`src/hw/rtl/reps_pkg.sv`:
```
// Shared types and constant tables for the rotary encoder preset stepper.
package reps_pkg;

    localparam int unsigned IDX_W    = 4;
    localparam int unsigned ENTRIES  = 16;
    localparam int unsigned DUTY_W   = 8;
    localparam int unsigned TIME_W   = 32;
    localparam int unsigned LOCK_W   = 16;
    localparam int unsigned REQ_W    = 8;

    localparam logic [LOCK_W-1:0] LOCKOUT_RESET = 16'd150;

    // Item kinds carried on the input tuser bit
    localparam logic KIND_SAMPLE = 1'b0;
    localparam logic KIND_SET    = 1'b1;

    // Duty tables: percent * 255 / 100, with 100 percent giving 255.
    // Channel A percents: 2 2 3 3 3 5 6 7 9 12 17 23 33 47 70 100
    localparam logic [DUTY_W-1:0] DUTY_A [ENTRIES] = '{
        8'd5,   8'd5,   8'd7,   8'd7,   8'd7,   8'd12,  8'd15,  8'd17,
        8'd22,  8'd30,  8'd43,  8'd58,  8'd84,  8'd119, 8'd178, 8'd255
    };
    // Channel B percents: 3 3 4 4 4 5 6 7 9 12 17 24 36 53 80 100
    localparam logic [DUTY_W-1:0] DUTY_B [ENTRIES] = '{
        8'd7,   8'd7,   8'd10,  8'd10,  8'd10,  8'd12,  8'd15,  8'd17,
        8'd22,  8'd30,  8'd43,  8'd61,  8'd91,  8'd135, 8'd204, 8'd255
    };

    typedef struct packed {
        logic              kind;
        logic              clk_level;
        logic              dt_level;
        logic [TIME_W-1:0] now_ms;
        logic [REQ_W-1:0]  new_index;
    } item_t;

    typedef struct packed {
        logic              applied;
        logic [DUTY_W-1:0] duty_b;
        logic [DUTY_W-1:0] duty_a;
        logic [IDX_W-1:0]  preset_index;
    } result_t;

endpackage

```
`src/hw/rtl/reps_in_stage.sv`:
```
// Input register stage: captures one sampled item per transfer.
module reps_in_stage (
    input  logic           clk,
    input  logic           rst_n,
    input  logic           in_valid,
    output logic           in_ready,
    input  reps_pkg::item_t in_item,
    output logic           out_valid,
    input  logic           out_ready,
    output reps_pkg::item_t out_item
);
    import reps_pkg::*;

    logic  vld_reg;
    logic  vld_next;
    item_t item_reg;

    // Accept when empty or when the held item moves on this cycle
    assign in_ready  = !vld_reg || out_ready;
    assign out_valid = vld_reg;
    assign out_item  = item_reg;

    always_comb
    begin
        vld_next = vld_reg;
        if (in_ready)
        begin
            vld_next = in_valid;
        end
    end

    // Hold valid flag
    always_ff @(posedge clk or negedge rst_n)
    begin
        if (!rst_n)
        begin
            vld_reg <= 1'b0;
        end
        else
        begin
            vld_reg <= vld_next;
        end
    end

    // Capture payload on transfer
    always_ff @(posedge clk)
    begin
        if (in_valid && in_ready)
        begin
            item_reg <= in_item;
        end
    end

endmodule

```
`src/hw/rtl/reps_core.sv`:
```
// Step logic: edge detect, lockout check, index update, duty lookup, result register.
module reps_core #(
    parameter int unsigned PRESET_COUNT = 16
) (
    input  logic                      clk,
    input  logic                      rst_n,
    input  logic                      cfg_we,
    input  logic [reps_pkg::LOCK_W-1:0] cfg_data,
    input  logic                      in_valid,
    output logic                      in_ready,
    input  reps_pkg::item_t           in_item,
    output logic                      res_valid,
    input  logic                      res_ready,
    output reps_pkg::result_t         res
);
    import reps_pkg::*;

    localparam logic [IDX_W-1:0] TOP = IDX_W'(PRESET_COUNT - 1);

    logic [LOCK_W-1:0] lockout_reg;
    logic              prev_clk_reg;
    logic              prev_clk_next;
    logic [TIME_W-1:0] last_time_reg;
    logic [TIME_W-1:0] last_time_next;
    logic [IDX_W-1:0]  index_reg;
    logic [IDX_W-1:0]  index_next;
    logic              applied;
    logic              fall;
    logic              open;
    logic [TIME_W-1:0] elapsed;
    logic              fire;
    logic              res_valid_reg;
    result_t           res_reg;
    result_t           res_next;

    assign in_ready  = !res_valid_reg || res_ready;
    assign fire      = in_valid && in_ready;
    assign res_valid = res_valid_reg;
    assign res       = res_reg;

    // Falling clock edge and wrapping lockout check
    assign fall    = prev_clk_reg && !in_item.clk_level;
    assign elapsed = in_item.now_ms - last_time_reg;
    assign open    = elapsed >= {{(TIME_W-LOCK_W){1'b0}}, lockout_reg};

    // Next state and result for the item at the input
    always_comb
    begin
        index_next     = index_reg;
        last_time_next = last_time_reg;
        prev_clk_next  = prev_clk_reg;
        applied        = 1'b0;
        if (in_item.kind == KIND_SET)
        begin
            if (in_item.new_index > {{(REQ_W-IDX_W){1'b0}}, TOP})
            begin
                index_next = TOP;
            end
            else
            begin
                index_next = in_item.new_index[IDX_W-1:0];
            end
            applied = 1'b1;
        end
        else
        begin
            if (fall && open)
            begin
                last_time_next = in_item.now_ms;
                applied        = 1'b1;
                if (in_item.dt_level)
                begin
                    index_next = (index_reg < TOP) ? index_reg + 1'b1 : '0;
                end
                else
                begin
                    index_next = (index_reg != '0) ? index_reg - 1'b1 : TOP;
                end
            end
            prev_clk_next = in_item.clk_level;
        end
        res_next.preset_index = index_next;
        res_next.duty_a       = DUTY_A[index_next];
        res_next.duty_b       = DUTY_B[index_next];
        res_next.applied      = applied;
    end

    // Lockout register
    always_ff @(posedge clk or negedge rst_n)
    begin
        if (!rst_n)
        begin
            lockout_reg <= LOCKOUT_RESET;
        end
        else if (cfg_we)
        begin
            lockout_reg <= cfg_data;
        end
    end

    // Advance state on each consumed item
    always_ff @(posedge clk or negedge rst_n)
    begin
        if (!rst_n)
        begin
            prev_clk_reg  <= 1'b1;
            last_time_reg <= '0;
            index_reg     <= '0;
        end
        else if (fire)
        begin
            prev_clk_reg  <= prev_clk_next;
            last_time_reg <= last_time_next;
            index_reg     <= index_next;
        end
    end

    // Result valid: set on a new result, drop when taken
    always_ff @(posedge clk or negedge rst_n)
    begin
        if (!rst_n)
        begin
            res_valid_reg <= 1'b0;
        end
        else if (fire)
        begin
            res_valid_reg <= 1'b1;
        end
        else if (res_ready)
        begin
            res_valid_reg <= 1'b0;
        end
    end

    // Result payload
    always_ff @(posedge clk)
    begin
        if (fire)
        begin
            res_reg <= res_next;
        end
    end

endmodule

```
`src/hw/rtl/rotary_encoder_preset_stepper.sv`:
```
// Top level of the rotary encoder preset stepper.
// Each input transfer is a polled encoder sample (tuser low) or a direct index
// set (tuser high); every item yields exactly one result carrying the preset
// index, both PWM duties and an applied flag. The block takes one item per
// clock cycle while the result stream is not stalled. An item passes through
// the input register and then the result register, which the step logic
// loads when it takes the item; m_tvalid is driven from the result register.
// A step counts on a falling encoder clock once lockout_ms have passed since
// the last counted step, with wrapping 32-bit time. Write lockout_ms through
// the cfg port only while no items are in flight.
module rotary_encoder_preset_stepper #(
    parameter int unsigned PRESET_COUNT = 16
) (
    input  logic        clk,
    input  logic        rst_n,
    // Configuration: lockout_ms
    input  logic        cfg_valid,
    output logic        cfg_ready,
    input  logic [15:0] cfg_data,
    // Input stream
    input  logic        s_tvalid,
    output logic        s_tready,
    input  logic [47:0] s_tdata,  // clk_level[0], dt_level[1], now_ms[33:2], new_index[41:34]
    input  logic        s_tuser,  // kind[0]
    // Result stream
    output logic        m_tvalid,
    input  logic        m_tready,
    output logic [23:0] m_tdata   // preset_index[3:0], duty_a[11:4], duty_b[19:12], applied[20]
);
    import reps_pkg::*;

    item_t   in_item;
    item_t   st_item;
    logic    st_valid;
    logic    st_ready;
    result_t res;

    assign cfg_ready = 1'b1;

    // Unpack the input transfer
    assign in_item.kind      = s_tuser;
    assign in_item.clk_level = s_tdata[0];
    assign in_item.dt_level  = s_tdata[1];
    assign in_item.now_ms    = s_tdata[33:2];
    assign in_item.new_index = s_tdata[41:34];

    reps_in_stage u_in (
        .clk       (clk),
        .rst_n     (rst_n),
        .in_valid  (s_tvalid),
        .in_ready  (s_tready),
        .in_item   (in_item),
        .out_valid (st_valid),
        .out_ready (st_ready),
        .out_item  (st_item)
    );

    reps_core #(
        .PRESET_COUNT (PRESET_COUNT)
    ) u_core (
        .clk       (clk),
        .rst_n     (rst_n),
        .cfg_we    (cfg_valid),
        .cfg_data  (cfg_data),
        .in_valid  (st_valid),
        .in_ready  (st_ready),
        .in_item   (st_item),
        .res_valid (m_tvalid),
        .res_ready (m_tready),
        .res       (res)
    );

    // Pack the result, zero fill to whole bytes
    assign m_tdata = {3'b000, res};

endmodule
```
`config.mk`:
```
export PLATFORM = sky130hd
export DESIGN_NAME = rotary_encoder_preset_stepper
export DESIGN_NICKNAME = d
export VERILOG_FILES = /design/src/hw/rtl/reps_pkg.sv /design/src/hw/rtl/reps_in_stage.sv /design/src/hw/rtl/reps_core.sv /design/src/hw/rtl/rotary_encoder_preset_stepper.sv
export SDC_FILE = /design/constraint.sdc
export NUM_CORES = 1
export LEC_CHECK = 0
export BUFFER_PORTS_ARGS = -buffer_cell sky130_fd_sc_hd__buf_2
export CAP_MARGIN = 0
export CORE_MARGIN = 5
export CORE_UTILIZATION = 53
export DETAILED_ROUTE_END_ITERATION = 10
export PLACE_DENSITY_LB_ADDON = 0.15
export SYNTH_ARGS = -nofsm -noshare
export SYNTH_HDL_FRONTEND = slang
export SYNTH_HIERARCHICAL = 1
export SYNTH_SLANG_ARGS = --single-unit
export TNS_END_PERCENT = 50
```
`constraint.sdc`:
```
create_clock -name clk -period 5.8 [get_ports clk]
set_input_delay 0.29 -clock clk [delete_from_list [all_inputs] [get_ports clk]]
set_output_delay 0.29 -clock clk [all_outputs]
set_load 0.1 [all_outputs]
```
==> summary.md <==
| Metric | Value |
|---|---|
| Status | finished clean |
| Largest net degree at the start of global routing | 56 |
| Unrepaired setup endpoints after global routing | true |
| Clock Sinks | 119 |
| Ys async rst share | 46.2% |
| Arrival @ worst endpoint | 5.92 ns |
| I/O pin count | 97 |
| Crit-path leading delay family | simple AND/OR/NAND/NOR gates |
| Slowest CP cell | or4_4 |
| Drt pass-1 iters | 5 |
| Area leader, netlist | edfxtp_1 |
| Cell Pwr Density | 509 nW/µm² |
| Cells after DPL | 1009 |
| DIE HEIGHT | 126 µm |
| Switching pwr | 1840 µW |
| Mapped Area | 7130 µm² |
| Post-synth EDFFs | 64 |
| Vias | 5888 |
| Total GRT Usage | 21.9% |
| Clock-pin slew on the worst setup and hold paths | 0.06 ns |
| Layout area overhead | 27.3% |
| Die area | 15900 µm² |
| Sw Share | 39.9% |
| Internal Pwr Total | 2780 µW |
| Row Count | 42 |
| Hold buffers post-CTS | 0 |
| CTS Buf Count | 17 |
| Worst Tran Pin Value | 0.933 ns |
| Fill count | 1022 |
| Fin nets | 999 |
| Max Cap Violations | 0 |
| Critical path buffers and inverters | 3 |
| CP endpoint kind | flop |
| CP peak stage delay | 0.44 ns |
| CTS tree | built |
| Top FF cell, synth | edfxtp_1 |
| Antenna viol nets, final | 0 |
| WL final | 17400 µm |
| Gate Count Post-Synth | 721 |
| Layout cells sized above 1 | 28.7% |
| FF-to-FF End | u_core/res[15] |
| # DRC | 0 |
| DIE WIDTH | 126 µm |
| Crit path launch type | flop |
| DP Area | 8130 µm² |
| First-pass GRT wire length | 28200 µm |
| N_diodes | 0 |
| Htree depth | 4 |
| CP required | 5.96 ns |
| Max Freq | 174 MHz |
| Post-layout instance area | 9080 µm² |
| GR Overflow Total | 0 |
| Vias per inst | 5.55 |
| Minimum clock period | 5.75 ns |
| Final Non-Filler Cells | 1061 |
| Mapped Avg Cell Area | 9.90 µm² |
| Logic pwr share | 51.5% |
| DR iter-0 viols | 347 |
| Leakage | 0.00394 µW |
| Yosys reg bits | 119 |
| Final hold violations | 0 |
| Pins over their slew limit | 0 |
| Sequential cell area | 3300 µm² |
| Largest register FFs | 43 |
| R2r setup slk | 0.05 ns |
| Effective utilization at floorplan | 53.9% |
| Worst Path Max Fanout | 4 |
| Clock latency on the worst-skew pair | 0.42 ns |
| Most frequent cells in the layout | 86 x buf_2, 83 x nand2_1, 71 x buf_4, 71 x o21ai_0, 64 x edfxtp_1 |
| Area of the multi-input gates | 3680 µm² |
| Clock Skew | 0.00740 ns |
| Share of the synthesized area in the top cell type | 26.9% |
| Relative slew slack | 37.3% |
| Reg power frac | 24.6% |
| Worst R2R Start | u_in/out_item[8] |
| Ranking of synthesized cells by area | edfxtp_1 27%, dfrtp_1 18%, ha_1 9.8% |
| Met1 wire length | 7830 µm |
| Synth Warn # | 6 |
| WL/cell | 16.4 µm |
| CP cell instances | inv_1 > ha_2 > fa_2 > nor2b_4 > o2111ai_4 > a2111oi_4 > nor3_2 > xnor2_1 > ha_1 > nand4_1 > nand3b_1 > nor3_2 > or4_1 > or4_4 > a2111oi_4 > nand4_1 > buf_4 > nor4_4 > mux2i_4 > ha_2 > inv_2 > or3_1 > and4_1 |
| RePlAce Congestion | 0.901 |
| Post-synthesis sequential area ratio | 46.3% |
| Met2 WL | 8420 µm |
| Hold crit path type | primary input to async pin |
| Clock group share of total power | 23.9% |
| Worst-case clock buffer depth | 2 |
| Core Area | 13200 µm² |
| Clock Root Buffer | clkbuf_16 |
| Final setup viols | 0 |
| Initial antenna violation count | 0 |
| Quantity of I/O buffers inserted on ports | 86 |
| Post-synthesis cell type count | 74 |
| Post-route clock period utilization | 99.2% |
| Vias in the first global route | 5834 |
| Peak VDD IR | 0.261 mV |
| DP HPWL | 12700 µm |
| Reg2Reg Depth | 23 |
| WL met3 | 816 µm |
| Most common cell after layout, fill and taps aside | buf_2 |
| Top sig layer | met4 |
| Crit Path Category | flop to flop |
## final cells by class
type                            count  area share, %
Inverter                           67           2.80
Multi-Input combinational cell    507           40.6
Clock buffer                       17           4.68
Clock inverter                     15           2.19
Tap cell                          176           2.42
Timing Repair Buffer              160           11.0
Sequential cell                   119           36.4
## worst reg2reg max path: stages, from the launching register on
cell,delay [ns]
edfxtp_1,0.35
inv_1,0.05
ha_2,0.20
fa_2,0.42
nor2b_4,0.16
o2111ai_4,0.18
a2111oi_4,0.39
nor3_2,0.11
xnor2_1,0.16
ha_1,0.31
nand4_1,0.12
nand3b_1,0.14
nor3_2,0.06
or4_1,0.40
or4_4,0.44
a2111oi_4,0.19
nand4_1,0.17
buf_4,0.17
nor4_4,0.35
mux2i_4,0.36
ha_2,0.23
inv_2,0.04
or3_1,0.36
and4_1,0.16
## how the worst max path moves through the flow
stage	start	depth (start not counted)	to
floorplan	u_in/out_item[8]	22	u_core/res[15]
global placement	u_in/out_item[9]	22	u_core/res[15]
detailed placement	u_in/out_item[9]	22	u_core/res[15]
CTS	u_in/out_item[8]	23	u_core/res[15]
global route	u_in/out_item[8]	24	u_core/res[4]
finish	u_in/out_item[8]	23	u_core/res[15]
## cells by family (layout without fill, tap and decap cells)
logic type	Yosys count	count (layout)	share of synthesized area [%]
AOI/OAI and AO/OA	206	207	18.7
and+or+nand+nor	197	197	13.6
DFF	119	119	46.3
buffers and inverters	98	259	5.61
adders and majority gates	57	57	10.1
xor gates and xnor gates	25	25	3.07
muxes	17	17	2.49
other	2	4	0.105
## Yosys cell counts (6+ instances only)
cell type	count
mux2_2	6
nand2b_1	11
inv_1	66
nor3_1	10
xor2_1	8
nand4_1	12
clkbuf_1	23
o21ai_0	73
a211oi_1	6
ha_1	56
edfxtp_1	64
o21a_1	12
dfrtp_1	50
nor2_1	37
a21o_1	9
mux2i_1	11
a21oi_1	46
nand2_1	84
xnor2_1	17
## power by group through the flow
stage	combinational [µW]	sequential (µW)	clock, µW
2_1_floorplan	1390	1300	0
3_3_place_gp	2120	1150	0
3_5_place_dp	2170	1160	0
4_1_cts	2280	1140	1120
5_1_grt	2610	1150	1170
6_report	2380	1140	1100
## routing by layer
| layer | track usage [%] | up-vias |
|---|---|---|
| li1 | - | 2896 |
| met1 | 28.4 | 2823 |
| met2 | 36.5 | 142 |
| met3 | 4.40 | 27 |
| met4 | 8.01 | 0 |
| met5 | 0 | - |
## per-stage QoR
step | hold slack, ns | power, µW | setup TNS [ns] | utilization, % | setup slack, ns
3_3_place_gp | 0.467 | 3270 | -0.0418 | 61.4 | -0.0418
5_1_grt | 0.0299 | 4930 | -1.10 | 68.6 | -0.206
6_report | 0.0150 | 4620 | 0 | 68.6 | 0.0481
4_1_cts | 0.0305 | 4540 | 0 | 67.1 | 0.00379
2_1_floorplan | -0.00559 | 2700 | 0 | - | 0.0331
3_5_place_dp | 0.468 | 3330 | -0.820 | 61.4 | -0.212
## repair_timing
item | CTS | global route
gates resized for setup | 12 | 24
endpoints found under the setup margin | 12 | 25
buffers inserted | 8 | 11
gates cloned | 0 | 1
pin swaps | 15 | 18
(Power assumes the default switching activity.)
